### src/rtl/core/bdq_pkg.sv
`default_nettype none

package bdq_pkg;

    // default geometry
    localparam int DEF_DEPTH = 64;
    localparam int DATA_W    = 32;

    // request codes
    typedef enum logic [3:0] {
        CMD_PUSH_BACK  = 4'd0,
        CMD_PUSH_FRONT = 4'd1,
        CMD_POP_BACK   = 4'd2,
        CMD_POP_FRONT  = 4'd3,
        CMD_FIND_FRONT = 4'd4,
        CMD_FIND_BACK  = 4'd5,
        CMD_REMOVE     = 4'd6,
        CMD_INSERT     = 4'd7,
        CMD_CLEAR      = 4'd8
    } t_cmd;

    // result status codes
    typedef enum logic [2:0] {
        STAT_OK       = 3'd0,
        STAT_EMPTY    = 3'd1,
        STAT_FULL     = 3'd2,
        STAT_NOTFOUND = 3'd3,
        STAT_BADPOS   = 3'd4
    } t_status;

endpackage

`default_nettype wire

### src/rtl/core/bounded_deque_with_search.sv
`default_nettype none

// Bounded deque of signed 32-bit words kept in a single-port-write, single-port-read ring
// memory of DEPTH words. One request is taken at a time; o_in_ready is low until its
// result has been loaded into the output register. Find, remove and insert walk the
// memory through its one read port, one entry per cycle, with the walk overlapped with
// the shift writes; find stops early when it hits. Clear, and any request turned away
// as empty, full or bad position, does not walk the memory. The memory needs no
// clearing pass after reset: only written entries are ever read. A result waiting in the
// output register does not stop a new request from being accepted.
module bounded_deque_with_search
    import bdq_pkg::*;
#(
    parameter int DEPTH = DEF_DEPTH
) (
    input  wire logic        i_clk,
    input  wire logic        i_rst_n,
    input  wire logic        i_in_valid,
    output logic             o_in_ready,
    input  wire logic [3:0]  i_cmd,
    input  wire logic [31:0] i_data_in,
    input  wire logic [6:0]  i_position,
    output logic             o_out_valid,
    input  wire logic        i_out_ready,
    output logic [31:0]      o_data_out,
    output logic [5:0]       o_found_index,
    output logic [2:0]       o_status,
    output logic [6:0]       o_entry_count
);

    localparam int AW = $clog2(DEPTH);
    localparam int CW = $clog2(DEPTH + 1);
    localparam int PW = (CW > 7) ? CW : 7;

    typedef enum logic [3:0] {
        S_IDLE = 4'b0001,
        S_EXEC = 4'b0010,
        S_SCAN = 4'b0100,
        S_DONE = 4'b1000
    } t_state;

    t_state            r_state,     n_state;
    t_cmd              r_cmd,       n_cmd;
    logic [31:0]       r_val,       n_val;
    logic [6:0]        r_pos,       n_pos;
    logic [AW-1:0]     r_head,      n_head;
    logic [CW-1:0]     r_count,     n_count;
    logic [AW-1:0]     r_idx,       n_idx;
    logic [CW-1:0]     r_left,      n_left;
    logic              r_pend,      n_pend;
    logic [AW-1:0]     r_pend_idx,  n_pend_idx;
    logic [AW-1:0]     r_pend_slot, n_pend_slot;
    logic [AW-1:0]     r_last_slot, n_last_slot;
    logic              r_first,     n_first;
    logic [31:0]       r_dout,      n_dout;
    logic [AW-1:0]     r_fidx,      n_fidx;
    t_status           r_st,        n_st;
    logic              r_out_valid, n_out_valid;
    logic [31:0]       r_out_data,  n_out_data;
    logic [AW-1:0]     r_out_fidx,  n_out_fidx;
    t_status           r_out_st,    n_out_st;
    logic [CW-1:0]     r_out_count, n_out_count;

    logic              w_we;
    logic [AW-1:0]     w_waddr;
    logic [31:0]       w_wdata;
    logic [31:0]       w_rdata;
    logic [AW-1:0]     w_slot_idx;
    logic [AW-1:0]     w_slot;
    logic [AW-1:0]     w_head_dec;
    logic [AW-1:0]     w_head_inc;
    logic              w_full;
    logic              w_empty;
    logic              w_down;
    logic [PW-1:0]     w_pos_ext;
    logic [PW-1:0]     w_cnt_ext;

    // ring storage and the shared slot address unit
    bdq_ram #(
        .WIDTH (DATA_W),
        .DEPTH (DEPTH)
    ) u_ram (
        .i_clk   (i_clk),
        .i_we    (w_we),
        .i_waddr (w_waddr),
        .i_wdata (w_wdata),
        .i_raddr (w_slot),
        .o_rdata (w_rdata)
    );

    bdq_slot #(
        .DEPTH (DEPTH)
    ) u_slot (
        .i_head  (r_head),
        .i_index (w_slot_idx),
        .o_slot  (w_slot)
    );

    // decode helpers
    assign w_slot_idx = (r_state == S_EXEC) ? AW'(r_count) : r_idx;
    assign w_head_dec = (r_head == '0) ? AW'(DEPTH - 1) : r_head - AW'(1);
    assign w_head_inc = (r_head == AW'(DEPTH - 1)) ? '0 : r_head + AW'(1);
    assign w_full     = (r_count == CW'(DEPTH));
    assign w_empty    = (r_count == '0);
    assign w_down     = (r_cmd == CMD_FIND_BACK) || (r_cmd == CMD_INSERT);
    assign w_pos_ext  = PW'(r_pos);
    assign w_cnt_ext  = PW'(r_count);

    // sequencer and walk datapath
    always_comb begin
        n_state     = r_state;
        n_cmd       = r_cmd;
        n_val       = r_val;
        n_pos       = r_pos;
        n_head      = r_head;
        n_count     = r_count;
        n_idx       = r_idx;
        n_left      = r_left;
        n_pend      = r_pend;
        n_pend_idx  = r_pend_idx;
        n_pend_slot = r_pend_slot;
        n_last_slot = r_last_slot;
        n_first     = r_first;
        n_dout      = r_dout;
        n_fidx      = r_fidx;
        n_st        = r_st;
        n_out_valid = r_out_valid;
        n_out_data  = r_out_data;
        n_out_fidx  = r_out_fidx;
        n_out_st    = r_out_st;
        n_out_count = r_out_count;
        w_we        = 1'b0;
        w_waddr     = r_last_slot;
        w_wdata     = r_val;

        // drop the result once taken
        if (i_out_ready) begin
            n_out_valid = 1'b0;
        end

        case (r_state)
            S_IDLE: begin
                if (i_in_valid) begin
                    n_cmd   = t_cmd'(i_cmd);
                    n_val   = i_data_in;
                    n_pos   = i_position;
                    n_dout  = '0;
                    n_fidx  = '0;
                    n_st    = STAT_OK;
                    n_pend  = 1'b0;
                    n_left  = '0;
                    n_state = S_EXEC;
                end
            end

            S_EXEC: begin
                n_state = S_DONE;
                case (r_cmd)
                    CMD_PUSH_BACK: begin
                        if (w_full) begin
                            n_st = STAT_FULL;
                        end else begin
                            w_we    = 1'b1;
                            w_waddr = w_slot;
                            n_count = r_count + CW'(1);
                        end
                    end
                    CMD_PUSH_FRONT: begin
                        if (w_full) begin
                            n_st = STAT_FULL;
                        end else begin
                            w_we    = 1'b1;
                            w_waddr = w_head_dec;
                            n_head  = w_head_dec;
                            n_count = r_count + CW'(1);
                        end
                    end
                    CMD_POP_BACK: begin
                        if (w_empty) begin
                            n_st = STAT_EMPTY;
                        end else begin
                            n_idx   = AW'(r_count - CW'(1));
                            n_left  = CW'(1);
                            n_state = S_SCAN;
                        end
                    end
                    CMD_POP_FRONT: begin
                        if (w_empty) begin
                            n_st = STAT_EMPTY;
                        end else begin
                            n_idx   = '0;
                            n_left  = CW'(1);
                            n_state = S_SCAN;
                        end
                    end
                    CMD_FIND_FRONT: begin
                        if (w_empty) begin
                            n_st = STAT_EMPTY;
                        end else begin
                            n_st    = STAT_NOTFOUND;
                            n_idx   = '0;
                            n_left  = r_count;
                            n_state = S_SCAN;
                        end
                    end
                    CMD_FIND_BACK: begin
                        if (w_empty) begin
                            n_st = STAT_EMPTY;
                        end else begin
                            n_st    = STAT_NOTFOUND;
                            n_idx   = AW'(r_count - CW'(1));
                            n_left  = r_count;
                            n_state = S_SCAN;
                        end
                    end
                    CMD_REMOVE: begin
                        if (w_empty) begin
                            n_st = STAT_EMPTY;
                        end else if (w_pos_ext >= w_cnt_ext) begin
                            n_st = STAT_BADPOS;
                        end else begin
                            n_idx   = AW'(r_pos);
                            n_left  = CW'(w_cnt_ext - w_pos_ext);
                            n_first = 1'b1;
                            n_state = S_SCAN;
                        end
                    end
                    CMD_INSERT: begin
                        if (w_full) begin
                            n_st = STAT_FULL;
                        end else if (w_pos_ext > w_cnt_ext) begin
                            n_st = STAT_BADPOS;
                        end else begin
                            // first shift lands in the slot just past the back
                            n_last_slot = w_slot;
                            n_idx       = AW'(r_count - CW'(1));
                            n_left      = CW'(w_cnt_ext - w_pos_ext);
                            n_state     = S_SCAN;
                        end
                    end
                    CMD_CLEAR: begin
                        n_count = '0;
                        n_head  = '0;
                    end
                    default: begin
                    end
                endcase
            end

            S_SCAN: begin
                // issue the next read of the walk
                if (r_left != '0) begin
                    n_pend      = 1'b1;
                    n_pend_idx  = r_idx;
                    n_pend_slot = w_slot;
                    n_left      = r_left - CW'(1);
                    n_idx       = w_down ? r_idx - AW'(1) : r_idx + AW'(1);
                end else begin
                    n_pend = 1'b0;
                end

                // consume the word read in the previous cycle
                if (r_pend) begin
                    case (r_cmd)
                        CMD_POP_BACK, CMD_POP_FRONT: begin
                            n_dout = w_rdata;
                        end
                        CMD_FIND_FRONT, CMD_FIND_BACK: begin
                            if (w_rdata == r_val) begin
                                n_st    = STAT_OK;
                                n_fidx  = r_pend_idx;
                                n_pend  = 1'b0;
                                n_state = S_DONE;
                            end
                        end
                        CMD_REMOVE: begin
                            if (r_first) begin
                                n_dout = w_rdata;
                            end else begin
                                w_we    = 1'b1;
                                w_waddr = r_last_slot;
                                w_wdata = w_rdata;
                            end
                            n_last_slot = r_pend_slot;
                            n_first     = 1'b0;
                        end
                        CMD_INSERT: begin
                            w_we        = 1'b1;
                            w_waddr     = r_last_slot;
                            w_wdata     = w_rdata;
                            n_last_slot = r_pend_slot;
                        end
                        default: begin
                        end
                    endcase
                end

                // walk over: commit count and head, and write the inserted value
                if ((r_left == '0) && !r_pend) begin
                    n_state = S_DONE;
                    case (r_cmd)
                        CMD_POP_BACK, CMD_REMOVE: begin
                            n_count = r_count - CW'(1);
                        end
                        CMD_POP_FRONT: begin
                            n_count = r_count - CW'(1);
                            n_head  = w_head_inc;
                        end
                        CMD_INSERT: begin
                            w_we    = 1'b1;
                            w_waddr = r_last_slot;
                            w_wdata = r_val;
                            n_count = r_count + CW'(1);
                        end
                        default: begin
                        end
                    endcase
                end
            end

            S_DONE: begin
                // load the result once the output register is free
                if (!r_out_valid || i_out_ready) begin
                    n_out_valid = 1'b1;
                    n_out_data  = r_dout;
                    n_out_fidx  = r_fidx;
                    n_out_st    = r_st;
                    n_out_count = r_count;
                    n_state     = S_IDLE;
                end
            end

            default: begin
                n_state = S_IDLE;
            end
        endcase
    end

    // state registers
    always_ff @(posedge i_clk) begin
        if (!i_rst_n) begin
            r_state     <= S_IDLE;
            r_head      <= '0;
            r_count     <= '0;
            r_pend      <= 1'b0;
            r_out_valid <= 1'b0;
        end else begin
            r_state     <= n_state;
            r_cmd       <= n_cmd;
            r_val       <= n_val;
            r_pos       <= n_pos;
            r_head      <= n_head;
            r_count     <= n_count;
            r_idx       <= n_idx;
            r_left      <= n_left;
            r_pend      <= n_pend;
            r_pend_idx  <= n_pend_idx;
            r_pend_slot <= n_pend_slot;
            r_last_slot <= n_last_slot;
            r_first     <= n_first;
            r_dout      <= n_dout;
            r_fidx      <= n_fidx;
            r_st        <= n_st;
            r_out_valid <= n_out_valid;
            r_out_data  <= n_out_data;
            r_out_fidx  <= n_out_fidx;
            r_out_st    <= n_out_st;
            r_out_count <= n_out_count;
        end
    end

    // ports
    assign o_in_ready    = (r_state == S_IDLE);
    assign o_out_valid   = r_out_valid;
    assign o_data_out    = r_out_data;
    assign o_found_index = 6'(r_out_fidx);
    assign o_status      = r_out_st;
    assign o_entry_count = 7'(r_out_count);

    // checks
    a_count_bound: assert property (@(posedge i_clk) disable iff (!i_rst_n)
        r_count <= CW'(DEPTH))
        else $error("entry count above depth");

    a_no_write_idle: assert property (@(posedge i_clk) disable iff (!i_rst_n)
        (r_state == S_IDLE) |-> !w_we)
        else $error("memory written while idle");

    a_accept_exec: assert property (@(posedge i_clk) disable iff (!i_rst_n)
        (i_in_valid && o_in_ready) |=> (r_state == S_EXEC))
        else $error("accepted request not decoded");

    a_result_from_done: assert property (@(posedge i_clk) disable iff (!i_rst_n)
        (!$past(r_out_valid) && r_out_valid) |-> $past(r_state == S_DONE))
        else $error("result loaded outside done state");

endmodule

`default_nettype wire

### src/rtl/core/bdq_ram.sv
`default_nettype none

module bdq_ram
    import bdq_pkg::*;
#(
    parameter int WIDTH = DATA_W,
    parameter int DEPTH = DEF_DEPTH
) (
    input  wire logic                     i_clk,
    input  wire logic                     i_we,
    input  wire logic [$clog2(DEPTH)-1:0] i_waddr,
    input  wire logic [WIDTH-1:0]         i_wdata,
    input  wire logic [$clog2(DEPTH)-1:0] i_raddr,
    output logic      [WIDTH-1:0]         o_rdata
);

    logic [WIDTH-1:0] r_mem [DEPTH];
    logic [WIDTH-1:0] r_rdata;

    // write one word, read one word with registered data
    always_ff @(posedge i_clk) begin
        if (i_we) begin
            r_mem[i_waddr] <= i_wdata;
        end
        r_rdata <= r_mem[i_raddr];
    end

    assign o_rdata = r_rdata;

endmodule

`default_nettype wire

### src/rtl/core/bdq_slot.sv
`default_nettype none

module bdq_slot
    import bdq_pkg::*;
#(
    parameter int DEPTH = DEF_DEPTH
) (
    input  wire logic [$clog2(DEPTH)-1:0] i_head,
    input  wire logic [$clog2(DEPTH)-1:0] i_index,
    output logic      [$clog2(DEPTH)-1:0] o_slot
);

    localparam int AW = $clog2(DEPTH);

    logic [AW:0] w_sum;

    // map a logical index to a ring slot: one add, one compare and subtract
    always_comb begin
        w_sum = {1'b0, i_head} + {1'b0, i_index};
        if (w_sum >= (AW+1)'(DEPTH)) begin
            w_sum = w_sum - (AW+1)'(DEPTH);
        end
        o_slot = w_sum[AW-1:0];
    end

endmodule

`default_nettype wire

### config.mk
export PLATFORM = sky130hd
export DESIGN_NAME = bounded_deque_with_search
export DESIGN_NICKNAME = d
export VERILOG_FILES = /design/src/rtl/core/bdq_pkg.sv /design/src/rtl/core/bounded_deque_with_search.sv /design/src/rtl/core/bdq_ram.sv /design/src/rtl/core/bdq_slot.sv
export SDC_FILE = /design/constraint.sdc
export NUM_CORES = 2
export LEC_CHECK = 0
export BUFFER_PORTS_ARGS = -buffer_cell sky130_fd_sc_hd__buf_2
export CELL_PAD_IN_SITES_DETAIL_PLACEMENT = 1
export CELL_PAD_IN_SITES_GLOBAL_PLACEMENT = 1
export CORE_MARGIN = 3
export CORE_UTILIZATION = 40
export CTS_CLUSTER_SIZE = 14
export DETAILED_ROUTE_END_ITERATION = 10
export MAX_ROUTING_LAYER = met4
export PLACE_DENSITY = 0.56
export SETUP_SLACK_MARGIN = 0.1
export SLEW_MARGIN = 20
export SYNTH_ARGS = -nofsm -noshare
export SYNTH_HDL_FRONTEND = slang
export SYNTH_SLANG_ARGS = --single-unit
export TNS_END_PERCENT = 30
### constraint.sdc
create_clock -name i_clk -period 14 [get_ports i_clk]
set_clock_uncertainty 0.1 [all_clocks]
set_input_delay 0.7 -clock i_clk [delete_from_list [all_inputs] [get_ports i_clk]]
set_output_delay 0.7 -clock i_clk [all_outputs]
set_load 0.1 [all_outputs]
; After elaboration in Yosys (flattened, before gate mapping)
; Memory sizes are Yosys's and may differ from the RTL's. A register that Yosys moved wholly into a read port is not among the register bits.
; Cells that the tools add are included.
[word_totals]
regBits = 183
mem_bits_rw = 2048
in_bits = 47
out_inout_bits = 50
elab_cells = 237
memories = 1
[memory_table]
columns = memory, depth, width, read_ports, rd_ports_with_merged_regs, wr, line_no
row1 = u_ram.r_mem, 64, 32, 1, 1, 1, bdq_ram.sv:17  ; logic [WIDTH-1:0] r_mem [DEPTH];
[classes]
addsub = 10
order_cmp = 3
eq_ne = 56
muxes = 111
reduce_logical = 35
[ops]
columns = op, count
row1 = 2-to-1 mux 32 bit, 8
row2 = one-hot mux 32 bit (2 select lines), 3
row3 = 2-to-1 mux 6 bit, 27
row4 = one-hot mux 6 bit (2 select lines), 6
row5 = 2-to-1 mux 7 bit, 10
row6 = "inequality test 3 bit, second input constant", 17
row7 = 2-to-1 mux 4 bit, 11
row8 = one-hot mux 7 bit (2 select lines), 3
row9 = == test 32 bit, 1
row10 = 2-to-1 mux 3 bit, 10
row11 = one-hot mux 7 bit (4 select lines), 1
row12 = "inequality test 2 bit, second input constant", 12
row13 = one-hot mux 6 bit (4 select lines), 1
row14 = AND reduction 11 bit, 2
row15 = 2-to-1 mux 1 bit, 21
row16 = one-hot mux 7 bit (3 select lines), 1
row17 = "== test 4 x 3 -> 1 bit, second input constant", 5
row18 = "subtractor 6 x 1 -> 6 bit, second input constant", 3
row19 = one-hot mux 4 bit (4 select lines), 1
row20 = one-hot mux 3 bit (5 select lines), 1
row21 = AND reduction 5 bit, 3
row22 = zero test 7 bit, 2
row23 = AND reduction 7 bit, 2
row24 = "subtractor 7 x 1 -> 7 bit, second input constant", 2
row25 = other kinds (38), 62

; Logic depth before layout (Yosys ltp)
[logic_depth]
depth_word = 9
mapped_depth = 18
ltp_nobuf = 13

; Hierarchy
; A second synthesis with hierarchy kept.
[hier_totals]
hier_cells = 4278
hier_area_um2 = 88153.3
[by_module_without_submodules]
columns = mod, n_inst, cells_each, area_per_inst_um2, seq_area_each_um2
row1 = bdq_ram, 1, 3511, 79039.6, 62139.6
row2 = bounded_deque_with_search, 1, 748, 8927.3, 5305.1
row3 = bdq_slot, 1, 19, 186.4, 0.0

; Least setup slack after synthesis
; OpenSTA, ideal clock, no wires.
[synth_path]
path_type = register to register
from = register r_state[0]
to = memory u_ram.r_mem[37][0] (netlist bit) (enable)
setup_time_ps = 421
arrival_time_ps = 4742
required_time_ps = 13479
path_slack_ps = 8737
path_stages_with_launch = 16
path_buffers = 6
synth_period_minus_slack_ps = 5263
cell_sequence = dfxtp_1 -> buf_2 -> or4b_1 -> buf_2 -> clkbuf_1 -> nand2_1 -> o21ai_0 -> ha_1 -> buf_2 -> buf_2 -> buf_1 -> o22ai_1 -> nor2_1 -> a21oi_1 -> o21bai_1 -> nor2_1
[synth_between]
elab_chain_len = 8
word_cells_on_any_way = 13
cone_classes = add/sub: 2 / order compare: 1 / eq/ne: 2 / mux: 8
[synth_rtl]
columns = element, line_no
row1 = start: declaration, bounded_deque_with_search.sv:42  ; t_state r_state, n_state;
row2 = start signal: assignment, bounded_deque_with_search.sv:348  ; r_state <= n_state;
row3 = == test 4 x 2 -> 1 bit *, bounded_deque_with_search.sv:100  ; assign w_slot_idx = (r_state == S_EXEC) ? AW'(r_count) : r_idx;
row4 = 2-to-1 mux 6 bit *, bounded_deque_with_search.sv:100
row5 = adder 6 x 6 -> 7 bit *, bdq_slot.sv:19  ; w_sum = {1'b0, i_head} + {1'b0, i_index};
row6 = subtractor 6 x 1 -> 6 bit / >= comparator 7 bit (equally long branches), "bdq_slot.sv:21, bdq_slot.sv:20"
row7 = 2-to-1 mux 6 bit *, bdq_slot.sv:20  ; if (w_sum >= (AW+1)'(DEPTH)) begin
row8 = via u_ram.i_raddr[0], bdq_ram.sv:13  ; input wire logic [$clog2(DEPTH)-1:0] i_raddr,
row9 = 2-to-1 mux 6 bit *, bounded_deque_with_search.sv:160  ; if (w_full) begin
row10 = one-hot mux 6 bit (2 select lines) *, bounded_deque_with_search.sv:158  ; case (r_cmd)
row11 = 2-to-1 mux 6 bit *, --
row12 = end: declaration, bdq_ram.sv:17
; The timed path passes the listed nets; every way through them passes the cells marked *.

; Final worst setup path
[layout_path]
from = register r_state[1]
to = register u_ram.r_rdata[29], in the netlist u_ram.o_rdata[29], read port of u_ram.r_mem
[layout_between]
elab_chain_len = 5
word_cells_on_any_way = 6
cone_classes = add/sub: 2 / order compare: 1 / eq/ne: 1 / mux: 2
[layout_rtl]
columns = element, line_no
row1 = == test 4 x 2 -> 1 bit *, bounded_deque_with_search.sv:100
row2 = 2-to-1 mux 6 bit *, bounded_deque_with_search.sv:100
row3 = adder 6 x 6 -> 7 bit *, bdq_slot.sv:19
row4 = subtractor 6 x 1 -> 6 bit / >= comparator 7 bit (equally long branches), "bdq_slot.sv:21, bdq_slot.sv:20"
row5 = 2-to-1 mux 6 bit *, bdq_slot.sv:20
row6 = end: declaration, bdq_ram.sv:18  ; logic [WIDTH-1:0] r_rdata;
; Every way passes the cells marked *; elsewhere a longest branch is shown, timed or not.
; A chain may end at the register's enable or synchronous reset.

==> impl_metrics.ini <==
[flow_run]
maxCapViolCount = 0

[timing]
finalCritPeriodShare_pct = 50.86
fin_setup_tns_ps = 0
min_period_ps = 7121
rsz0062_at_grt = false
worst_slew_pin_slew_ps = 1116
whs_ps = 92.74
slew_headroom_pct = 23.45
setup_violations = 0
max_clock_freq_mhz = 140.4
layout_setup_ws_ps = 6879
finalMaxSlewViolations = 0
hold_viol_final = 0

[synth]
syn_area_mm2 = 0.08853
synthAdderAreaFrac_pct = 0.3929
synth_nets = 4339
synth.mux.area_fraction_pct = 16.93
synthXorXnorAreaFrac_pct = 0.6120
synthFlopType = edfxtp_1
ys_types = 72
synth_top_family_by_area = multiplexers
yosys.area_share.simple_pct = 2.845
async_reset_ff_share_pct = 0
netlist_instances = 4266
synth_compound_gate_area_share_pct = 1.888
synth-seq-cells = 2263
synth_warnings = 0
synth-edff-count = 2212
yosysSeqAreaShare_pct = 76.18
postSynthAreaPerCell_um2 = 20.75

[placed_design]
dp_hpwl_um = 136200
io_buffers = 96
pre_cts_ws_ps = 6875
place_congestion = 0.7961

[final_layout]
nets = 4635
drive_above_1_share_pct = 25.71
register_area_mm2 = 0.06744
fillers = 20123
multi_input_area_mm2 = 0.02085
area_growth_pct = 15.13

[power_and_ir_drop]
power.density_mw_per_mm2 = 154.2
internal-power_uw = 11750
seqPwrFrac_pct = 49.0
p_switching_uw = 3972
clockPowerShare_pct = 39.2
ir_worst_vdd_v = 0.0001136
p_leak_uw = 0.03280
power_frac_comb_pct = 11.8
sw_frac_of_total_pct = 25.27

[die]
fp.dieH_um = 476.5
core_mm2 = 0.2199
rows = 172
die-width_um = 476.5
start_util_pct = 40.25
dieArea_mm2 = 0.2270
ios = 97

[cts]
cts_tree = yes
clk_latency_ps = 870
cts.path.max_buffers = 3
clk_pin_slew_ps = 60
postCtsResizedCells = 0
cts_inserted_buffers = 234
cts-root-buf = clkbuf_16
htreeDepth = 4
cts_sinks = 2263

[setup_path]
end_kind = flop
crit_path_cell_trace = or4b_1 -> o21ai_0 -> ha_4 -> inv_1 -> fa_4 -> buf_4 -> buf_12 -> mux4_2 -> mux2i_1 -> mux2i_1 -> mux2i_1 -> o21ai_1
cp.required_ps = 14560
path_max_fanout = 127
max_stage_delay_ps = 1350
arrival_ps = 7680
slowest_stage = fa_4
crit_path_start_kind = flop
cpMostUsedCell = mux2i_1
reg2reg_depth = 12
path_class = flop to flop

[global_routing]
antenna_found_initial = 13
grt_pass1_wl_um = 355800
grt_start_max_net_pins = 128
grt_usage_pct = 22.61
overflow = 0
grt_pass1_vias = 45874

[hold_path]
hold_depth = 3
hold_path.class = input pin to flop

[drt]
drc = 0
detail-route-antenna-nets = 0
wire_per_inst_um = 32.38
viasPerCell = 5.687
drt_iter0_drc = 4273
first_pass_iters = 8
totalWireLength_um = 250300
vias = 43953

[status]
status = complete, no violations
[power by group through the flow]
stage          combinational [µW]  clock, µW  sequential, µW
2_1_floorplan                1130          0            7750
3_3_place_gp                 1860          0            7850
3_5_place_dp                 1880          0            7850
4_1_cts                      1890       6310            7700
5_1_grt                      1970       6610            7700
6_report                     1860       6160            7700
[final cells by class]
| cell class | instances | area share [%] |
|---|---|---|
| Clock buffer | 296 | 6.063 |
| Antenna cell | 3 | 0.007365 |
| Multi-Input combinational cell | 1747 | 20.46 |
| Clock inverter | 146 | 1.372 |
| Sequential cell | 2263 | 66.17 |
| Tap cell | 2958 | 3.631 |
| Timing Repair Buffer | 285 | 2.170 |
| Inverter | 31 | 0.1264 |
[per-stage QoR]
stage / power [µW] / utilization [%] / instance area [µm²] / cells
6_report: 15720 / 46.34 / 101900 / 7729
5_1_grt: 16280 / 46.34 / 101900 / 7728
4_1_cts: 15900 / 46.31 / 101900 / 7724
3_5_place_dp: 9723 / 42.67 / 93850 / 7239
3_3_place_gp: 9703 / 42.64 / 93780 / 7237
2_1_floorplan: 8880 / - / 88530 / 4266
[what timing repair did]
item	CTS	global route
hold buffers	43	0
setup buffers	0	0
hold endpoints to repair	43	0
[synthesized netlist by cell type (all sizes together), types with 5 or more instances]
master / instances / area (µm²)
a211oi: 9 / 67.56
a21boi: 6 / 45.04
a21o: 7 / 52.55
a21oi: 45 / 225.2
a221oi: 9 / 78.83
a32oi: 32 / 280.3
and2: 41 / 256.5
and3: 5 / 31.28
buf: 86 / 374.1
clkbuf: 139 / 521.8
dfxtp: 51 / 1021
edfxtp: 2212 / 66420
ha: 23 / 287.8
inv: 28 / 105.1
mux2: 18 / 202.7
mux2i: 325 / 3253
mux4: 512 / 11530
nand2: 209 / 784.5
nand2b: 10 / 62.56
nand3: 83 / 415.4
nand3b: 6 / 45.04
nor2: 121 / 459.2
nor3: 23 / 115.1
nor4: 13 / 81.33
nor4b: 5 / 58.80
o21ai: 90 / 450.4
o22ai: 17 / 106.4
or3: 11 / 68.82
xnor2: 20 / 182.7
xor2: 41 / 359.1
[critical path: cells and delay by family, from the launching register on]
family	cells	cell delay [ps]
AO/OA/AOI/OAI	2	670
AND/OR/NAND/NOR	1	790
flip-flops	1	480
buffers and inverters	3	1490
multiplexers	4	1650
adder cells (fa/ha/maj)	2	1550
[kinds of logic after synthesis]
kind of cell | after synthesis
xor+xnor | 61
fa+ha+maj | 26
mux | 855
simple gates | 547
buf+inv | 256
flops | 2263
compound gates | 258
[final timing paths]
check	startpoint	to	slack, ps
hold reg to reg	r_fidx[4]	o_found_index[4]	300
setup / recovery	r_state[1]	u_ram.o_rdata[29]	6880
hold / removal	i_out_ready	o_out_valid	90
setup reg to reg	r_state[1]	u_ram.o_rdata[29]	6880
[placed cells by master, fill, tap and decap left out, types with 54 or more instances in the layout]
cell type     n
nor2_4       67
nor2_1       54
mux4_2      512
clkbuf_16   235
buf_4       132
nand2_1     209
edfxtp_1   2212
nand3_1      83
clkbuf_1     54
mux2i_1     323
buf_2        96
o21ai_0      55
[registers in the layout, indices dropped and copies added, names as in the netlist, 32 cells and up]
register / count
r_dout: 32
r_val: 32
u_ram.o_rdata: 32
o_data_out: 32
u_ram.r_mem: 2048
[routing by layer]
metal | GRT usage (%) | wire (µm) | vias up
li1 | - | - | 18231
met1 | 31.51 | 109300 | 24092
met2 | 35.83 | 122000 | 1355
met3 | 3.193 | 14510 | 275
met4 | 4.608 | 4540 | 0
met5 | - | 0 | -
No activity file was read; power rests on OpenSTA's default activity.
